$ cat src/rtl/fprhc_pkg.sv
`timescale 1ns / 1ps
`default_nettype none

package fprhc_pkg;

    localparam int NUM_HARTS = 8;
    localparam int NUM_REGS  = 32;
    localparam int DEPTH     = NUM_HARTS * NUM_REGS;
    localparam int IDX_W     = (DEPTH > 1) ? $clog2(DEPTH) : 1;

    localparam int CMD_W     = 2;
    localparam int HART_W    = 3;
    localparam int REG_W     = 5;
    localparam int CYCLE_W   = 64;
    localparam int INSN_W    = 32;
    localparam int KIND_W    = 3;
    localparam int VERDICT_W = 3;

    localparam logic [CMD_W-1:0] CMD_READ  = 2'd0;
    localparam logic [CMD_W-1:0] CMD_WRITE = 2'd1;
    localparam logic [CMD_W-1:0] CMD_INTMV = 2'd2;
    localparam logic [CMD_W-1:0] CMD_LOAD  = 2'd3;

    localparam logic [KIND_W-1:0] KIND_NONE  = 3'd0;
    localparam logic [KIND_W-1:0] KIND_WRITE = 3'd1;
    localparam logic [KIND_W-1:0] KIND_INTMV = 3'd2;
    localparam logic [KIND_W-1:0] KIND_LOAD  = 3'd3;
    localparam logic [KIND_W-1:0] KIND_WA    = 3'd4;

    localparam logic [VERDICT_W-1:0] VERDICT_OK       = 3'd0;
    localparam logic [VERDICT_W-1:0] VERDICT_NO_NOP   = 3'd1;
    localparam logic [VERDICT_W-1:0] VERDICT_WA_A     = 3'd2;
    localparam logic [VERDICT_W-1:0] VERDICT_WA_B     = 3'd3;
    localparam logic [VERDICT_W-1:0] VERDICT_WA_C     = 3'd4;

    localparam logic [INSN_W-1:0]  FMV_MASK  = 32'hfff0_7fff;
    localparam logic [INSN_W-1:0]  FMV_ENC   = 32'he000_0053;
    localparam logic [CYCLE_W-1:0] LONG_GAP  = 64'd8;
    localparam logic [CYCLE_W-1:0] SHORT_GAP = 64'd1;

    typedef struct packed {
        logic [KIND_W-1:0]  kind;
        logic [CYCLE_W-1:0] cycle;
    } t_entry;

    typedef struct packed {
        logic               wen;
        logic [IDX_W-1:0]   idx;
        logic [KIND_W-1:0]  kind;
        logic [CYCLE_W-1:0] cycle;
    } t_update;

endpackage

`default_nettype wire

$ cat src/rtl/fprhc_decide.sv
`timescale 1ns / 1ps
`default_nettype none

module fprhc_decide (
    input  wire [fprhc_pkg::CMD_W-1:0]     i_cmd,
    input  wire                            i_in_range,
    input  wire [fprhc_pkg::IDX_W-1:0]     i_idx,
    input  wire [fprhc_pkg::CYCLE_W-1:0]   i_now,
    input  wire [fprhc_pkg::INSN_W-1:0]    i_insn,
    input  wire fprhc_pkg::t_entry         i_entry,
    output logic [fprhc_pkg::VERDICT_W-1:0] o_verdict,
    output fprhc_pkg::t_update             o_upd
);

    logic [fprhc_pkg::CYCLE_W-1:0] elapsed;
    logic                          is_fmv;
    logic                          long_ok;
    logic                          short_ok;

    assign elapsed  = i_now - i_entry.cycle;
    assign is_fmv   = (i_insn & fprhc_pkg::FMV_MASK) == fprhc_pkg::FMV_ENC;
    assign long_ok  = elapsed >= fprhc_pkg::LONG_GAP;
    assign short_ok = elapsed > fprhc_pkg::SHORT_GAP;

    always_comb begin
        o_verdict  = fprhc_pkg::VERDICT_OK;
        o_upd.wen  = 1'b0;
        o_upd.idx  = i_idx;
        o_upd.kind = i_entry.kind;
        o_upd.cycle = i_entry.cycle;

        if (!i_in_range) begin
            o_verdict = fprhc_pkg::VERDICT_OK;
        end else if (i_cmd != fprhc_pkg::CMD_READ) begin
            o_upd.wen   = 1'b1;
            o_upd.cycle = i_now;
            unique case (i_cmd)
                fprhc_pkg::CMD_WRITE: o_upd.kind = fprhc_pkg::KIND_WRITE;
                fprhc_pkg::CMD_INTMV: o_upd.kind = fprhc_pkg::KIND_INTMV;
                default:              o_upd.kind = fprhc_pkg::KIND_LOAD;
            endcase
        end else begin
            priority if (i_entry.kind == fprhc_pkg::KIND_NONE) begin
                o_verdict = fprhc_pkg::VERDICT_OK;
            end else if ((i_entry.kind == fprhc_pkg::KIND_LOAD ||
                          i_entry.kind == fprhc_pkg::KIND_WRITE) && is_fmv) begin
                o_upd.wen   = 1'b1;
                o_upd.kind  = fprhc_pkg::KIND_WA;
                o_upd.cycle = i_now;
            end else if ((i_entry.kind == fprhc_pkg::KIND_WRITE ||
                          i_entry.kind == fprhc_pkg::KIND_INTMV) && long_ok) begin
                o_upd.wen  = 1'b1;
                o_upd.kind = fprhc_pkg::KIND_NONE;
            end else if (i_entry.kind == fprhc_pkg::KIND_WA) begin
                if (short_ok) begin
                    o_upd.wen  = 1'b1;
                    o_upd.kind = fprhc_pkg::KIND_NONE;
                end else begin
                    o_verdict = fprhc_pkg::VERDICT_NO_NOP;
                end
            end else if (i_entry.kind == fprhc_pkg::KIND_LOAD) begin
                o_verdict = fprhc_pkg::VERDICT_WA_A;
            end else if (i_entry.kind == fprhc_pkg::KIND_INTMV) begin
                o_verdict = fprhc_pkg::VERDICT_WA_B;
            end else if (i_entry.kind == fprhc_pkg::KIND_WRITE) begin
                o_verdict = fprhc_pkg::VERDICT_WA_C;
            end else begin
                o_verdict = fprhc_pkg::VERDICT_OK;
            end
        end
    end

endmodule

`default_nettype wire

$ cat config.mk
export PLATFORM = sky130hd
export DESIGN_NAME = fprhc_decide
export DESIGN_NICKNAME = d
export VERILOG_FILES = /design/src/rtl/fprhc_pkg.sv /design/src/rtl/fprhc_decide.sv
export SDC_FILE = /design/constraint.sdc
export NUM_CORES = 1
export LEC_CHECK = 0
export BUFFER_PORTS_ARGS = -buffer_cell sky130_fd_sc_hd__buf_2
export CAP_MARGIN = 20
export CORE_ASPECT_RATIO = 1.4
export CORE_MARGIN = 1.5
export CORE_UTILIZATION = 45
export DETAILED_ROUTE_END_ITERATION = 12
export PLACE_DENSITY = 0.86
export SYNTH_ARGS = -nofsm -noshare
export SYNTH_HDL_FRONTEND = slang
export SYNTH_SLANG_ARGS = --single-unit
$ cat constraint.sdc
create_clock -name vclk -period 6.85
set_clock_uncertainty 0.1 [all_clocks]
set_input_delay 1.0275 -clock vclk [all_inputs]
set_output_delay 1.0275 -clock vclk [all_outputs]
set_load 0.005 [all_outputs]
# [Word-level counts from Yosys, hierarchy flattened]
# Cells that the tools add are included.
[totals] reg_bits=0 out_inout_bits=79 inputBits=174
[classes] n_addsub=1 order_cmp=2 mux=26 reduce_logical=6 eq_ne=7
[ops] op="67-bit 2-to-1 mux" count=3
[ops] op="64-bit by 4-bit >= comparator with 1-bit output (second input constant)" count=1
[ops] op="64-bit by 1-bit greater-than comparator with 1-bit output (second input constant)" count=1
[ops] op="64-bit 2-to-1 mux" count=1
[ops] op="64-bit subtractor" count=1
[ops] op="3-bit 2-to-1 mux" count=13
[ops] op="27-bit equality test (second input constant)" count=1
[ops] op="1-bit 2-to-1 mux" count=8
[ops] op="3-bit by 2-bit equality test with 1-bit output (second input constant)" count=2
[ops] op="2-bit case mux with 2 select lines" count=1
[ops] op="3-bit by 1-bit equality test with 1-bit output (second input constant)" count=1
[ops] op="3-bit equality test (second input constant)" count=1
[ops] op="3-bit zero test" count=1
[ops] op="2-bit by 1-bit equality test with 1-bit output (second input constant)" count=1
[ops] op="2-bit equality test (second input constant)" count=1
[ops] op="1-bit logical AND" count=2
[ops] op="1-bit logical OR" count=2
[ops] op="2-bit nonzero test" count=1

# [Depth between registers and ports, before layout]
[logic_depth] ltp_word=10 mapped_depth=16 ltp_nobuf=15

# [Least setup slack after synthesis]
# Ideal clock, no wire load.
[synth_path] kind="input -> output" from="input i_now[0] (netlist bit)" to="output o_upd[75] (netlist bit)" t_required_ps=5722 arrival_time_ps=4918 setup_slack_ps=805 stages=15 path_cell_list="inv_1 > ha_1 > fa_1 > nand2b_1 > a211oi_1 > o211ai_1 > a211oi_1 > nor3_1 > or3_1 > and3_2 > or4_1 > or3_1 > nor4bb_1 > nand4_1 > o311a_1"
[synth_lines] element="start, declared" line_no="fprhc_decide.sv:8" rtl="input wire [fprhc_pkg::CYCLE_W-1:0] i_now,"
[synth_lines] element="end, declared" line_no="fprhc_decide.sv:12" rtl="output fprhc_pkg::t_update o_upd"

==> flow_results.xml <==
<?xml version="1.0" encoding="UTF-8"?>
<metrics>
  <group name="finish">
    <metric name="final_nets" unit="">1516</metric>
    <metric name="layout-drive-gt1-share" unit="%">28.2</metric>
    <metric name="register_area" unit="sq um">0</metric>
    <metric name="antenna_cells" unit="">0</metric>
    <metric name="layout.clock_buffers" unit="">0</metric>
    <metric name="fillers" unit="">1518</metric>
    <metric name="seq_cells" unit="">0</metric>
    <metric name="synthToLayoutAreaGrowth" unit="%">21.0</metric>
  </group>
  <group name="outcome">
    <metric name="status" unit="">completed</metric>
  </group>
  <group name="sta">
    <metric name="final_min_period_over_clock_period" unit="%">96.1</metric>
    <metric name="timing.slew.headroom" unit="%">38.9</metric>
    <metric name="final-max-slew-violation-count" unit="">0</metric>
    <metric name="timing.final.crit_period" unit="ps">6590</metric>
    <metric name="setup_tns" unit="ps">0</metric>
    <metric name="setup-violations-final" unit="">0</metric>
    <metric name="final_hold_violations" unit="">0</metric>
    <metric name="setup_repair_after_global_routing_missed_its_margin" unit="">no</metric>
    <metric name="transition_time_at_the_pin_with_the_least_slew_margin" unit="ps">908</metric>
    <metric name="achievable-frequency" unit="GHz">0.152</metric>
  </group>
  <group name="logic_synthesis">
    <metric name="yosys.area_share.adder" unit="%">11.9</metric>
    <metric name="synthesis.area_per_instance" unit="sq um">6.40</metric>
    <metric name="syn-cell-area" unit="sq mm">0.00677</metric>
    <metric name="main_combinational_cell_family_by_area_after_synthesis" unit="">compound AO/OA/AOI/OAI gates</metric>
    <metric name="syn-num-nets" unit="">1296</metric>
    <metric name="synth_compound_area_share" unit="%">31.7</metric>
    <metric name="ys_seq_area_share" unit="%">0</metric>
    <metric name="synthesis.instances" unit="">1058</metric>
    <metric name="yosysMostFrequentCell" unit="">nand2_1</metric>
    <metric name="yosysWarningCount" unit="">0</metric>
    <metric name="synth.largest_area_cell" unit="">ha_1</metric>
    <metric name="synth-simple-area-share" unit="%">30.5</metric>
    <metric name="yosys.cell_types.count" unit="">76</metric>
    <metric name="post_synthesis_share_of_cell_area_spent_on_xor_and_xnor_gates" unit="%">3.62</metric>
    <metric name="synthDominantCellAreaShare" unit="%">11.6</metric>
    <metric name="post_synthesis_mux_area_share" unit="%">11.8</metric>
    <metric name="synth.area.top_cells" unit="">ha_1, mux2_2, a21oi_1</metric>
    <metric name="synth.top_cells.by_count" unit="">nand2_1, a21oi_1, inv_1, nor2_1, o21ai_0</metric>
  </group>
  <group name="drt">
    <metric name="ant_nets" unit="">0</metric>
    <metric name="routed_via_density" unit="">6.36</metric>
    <metric name="topRoutingLayerUsed" unit="">met4</metric>
    <metric name="total_routed_wirelength" unit="microns">30100</metric>
    <metric name="route.detailed.wl_per_inst" unit="microns">20.5</metric>
    <metric name="met2_length" unit="microns">14800</metric>
    <metric name="firstDrtPassIters" unit="">5</metric>
    <metric name="drt_iter0_drc" unit="">594</metric>
    <metric name="num_vias" unit="">9318</metric>
    <metric name="drc" unit="">0</metric>
    <metric name="wl_met3" unit="microns">1890</metric>
    <metric name="met1Wirelength" unit="microns">11200</metric>
  </group>
  <group name="grt">
    <metric name="grt_max_degree" unit="">35</metric>
    <metric name="grt_use_total" unit="%">36.5</metric>
    <metric name="grt_antenna_before_repair" unit="">0</metric>
    <metric name="grt_pass1_wl" unit="microns">46100</metric>
    <metric name="grt_pass1_vias" unit="">8994</metric>
    <metric name="global_route.overflow_total" unit="">0</metric>
  </group>
  <group name="cts">
    <metric name="post-cts-setup-buffer-count" unit="">0</metric>
    <metric name="post_cts.resized_instances" unit="">0</metric>
    <metric name="postCtsHoldBufs" unit="">0</metric>
  </group>
  <group name="power_and_ir_drop">
    <metric name="worst_ir_drop_vdd" unit="uV">51.3</metric>
    <metric name="power_density_over_the_cells" unit="mW/mm^2">98.0</metric>
    <metric name="fin_total_pwr" unit="uW">802</metric>
    <metric name="leakage" unit="nW">3.84</metric>
  </group>
  <group name="floorplanning">
    <metric name="chipWidth" unit="microns">107</metric>
    <metric name="design.portCount" unit="">253</metric>
    <metric name="core_area" unit="sq mm">0.0146</metric>
    <metric name="die_area" unit="sq mm">0.0158</metric>
    <metric name="initial_utilization" unit="%">46.4</metric>
    <metric name="num_rows" unit="">52</metric>
    <metric name="vertical_die_dimension" unit="microns">148</metric>
  </group>
  <group name="flow_run">
    <metric name="max_cap_viol_count" unit="">0</metric>
  </group>
  <group name="critical_path">
    <metric name="worst_ep_arrival_time" unit="ps">5460</metric>
    <metric name="critical_path.startpoint_type" unit="">primary input</metric>
    <metric name="critical_path.max_fanout" unit="">3</metric>
    <metric name="start_point_of_the_critical_path" unit="">i_now[0]</metric>
    <metric name="worst_ep_required_time" unit="ps">5720</metric>
    <metric name="worstSetupPathType" unit="">in2out</metric>
    <metric name="timing.critical_path.to_type" unit="">output pin</metric>
  </group>
  <group name="place">
    <metric name="gp_routability_congestion" unit="">1.00</metric>
    <metric name="dp_hpwl" unit="microns">26000</metric>
    <metric name="portBuffers" unit="">232</metric>
  </group>
  <group name="worst_hold_path">
    <metric name="min-delay-start" unit="">i_idx[0]</metric>
    <metric name="hold_class" unit="">in2out</metric>
  </group>
</metrics>
==> layout by cell type, fill, tap and decap left out, types with 10 or more instances in the layout <==
cell / n
nand3_1: 22
buf_2: 232
nor3_1: 32
or3_1: 10
nand4_1: 44
nor4_1: 28
xor2_1: 11
a21oi_1: 101
a21o_1: 19
o21ai_0: 67
buf_4: 49
mux2_2: 64
o211ai_1: 20
nor2_1: 92
ha_1: 63
o21a_1: 17
inv_1: 92
nand2b_1: 11
a211oi_1: 11
and3_1: 14
nand2_1: 102
xnor2_1: 17
a31oi_1: 14
==> cell families (layout without fill, tap and decap cells) <==
logic type      Yosys count  count (layout)
compound gates          336             336
buf+inv                 155             373
fa+ha+maj                64              64
simple gates            403             403
xor+xnor                 28              28
mux                      72              72
==> worst max-delay path: stages <==
cell and delay (ps):
buf_2 70, inv_1 40, ha_1 220, fa_1 400
nand2b_1 180, a211oi_1 350, o211ai_1 210, a211oi_1 260
buf_4 180, nor3_1 80, or3_1 420, and3_2 210
or4_1 530, or3_1 330, nor4bb_1 280, nand4_1 160
o311a_1 390, buf_2 130
==> worst paths after layout <==
| check | end | cells after the start |
|---|---|---|
| worst max-delay path | o_upd[75] | 18 |
| worst min-delay path | o_upd[67] | 0 |
==> final cells by class <==
cell class,instances,area [sq um],share of cell area (%)
Tap cell,189,236,2.89
Timing Repair Buffer,281,1530,18.7
Multi-Input combinational cell,903,6080,74.2
Inverter,92,345,4.22
==> per-layer routing <==
metal  vias to the layer above  GRT usage [%]
li1                       4405              -
met1                      4299           41.2
met2                       496           65.9
met3                       118           2.80
met4                         0           22.3
met5                         -              0
==> through the flow <==
step | area (sq um) | worst slack, ps | utilization, % | hold slack (ps) | cells
2_1_floorplan | 6770 | 805 | - | 2040 | 1058
3_3_place_gp | 8180 | 371 | 56.1 | 1960 | 1465
3_5_place_dp | 8180 | 342 | 56.1 | 1960 | 1465
4_1_cts | 8180 | 317 | 56.1 | 1960 | 1465
5_1_grt | 8190 | 39.3 | 56.2 | 1960 | 1465
6_report | 8190 | 265 | 56.2 | 1960 | 1465
==> power breakdown <==
| group | leakage (nW) | internal [mW] | switching, mW |
|---|---|---|---|
| Combinational | 3.84 | 0.313 | 0.490 |
| Clock | 0 | 0 | 0 |
| Sequential | 0 | 0 | 0 |
| Total | 3.84 | 0.313 | 0.490 |
Power figures use the tool's default switching activity.
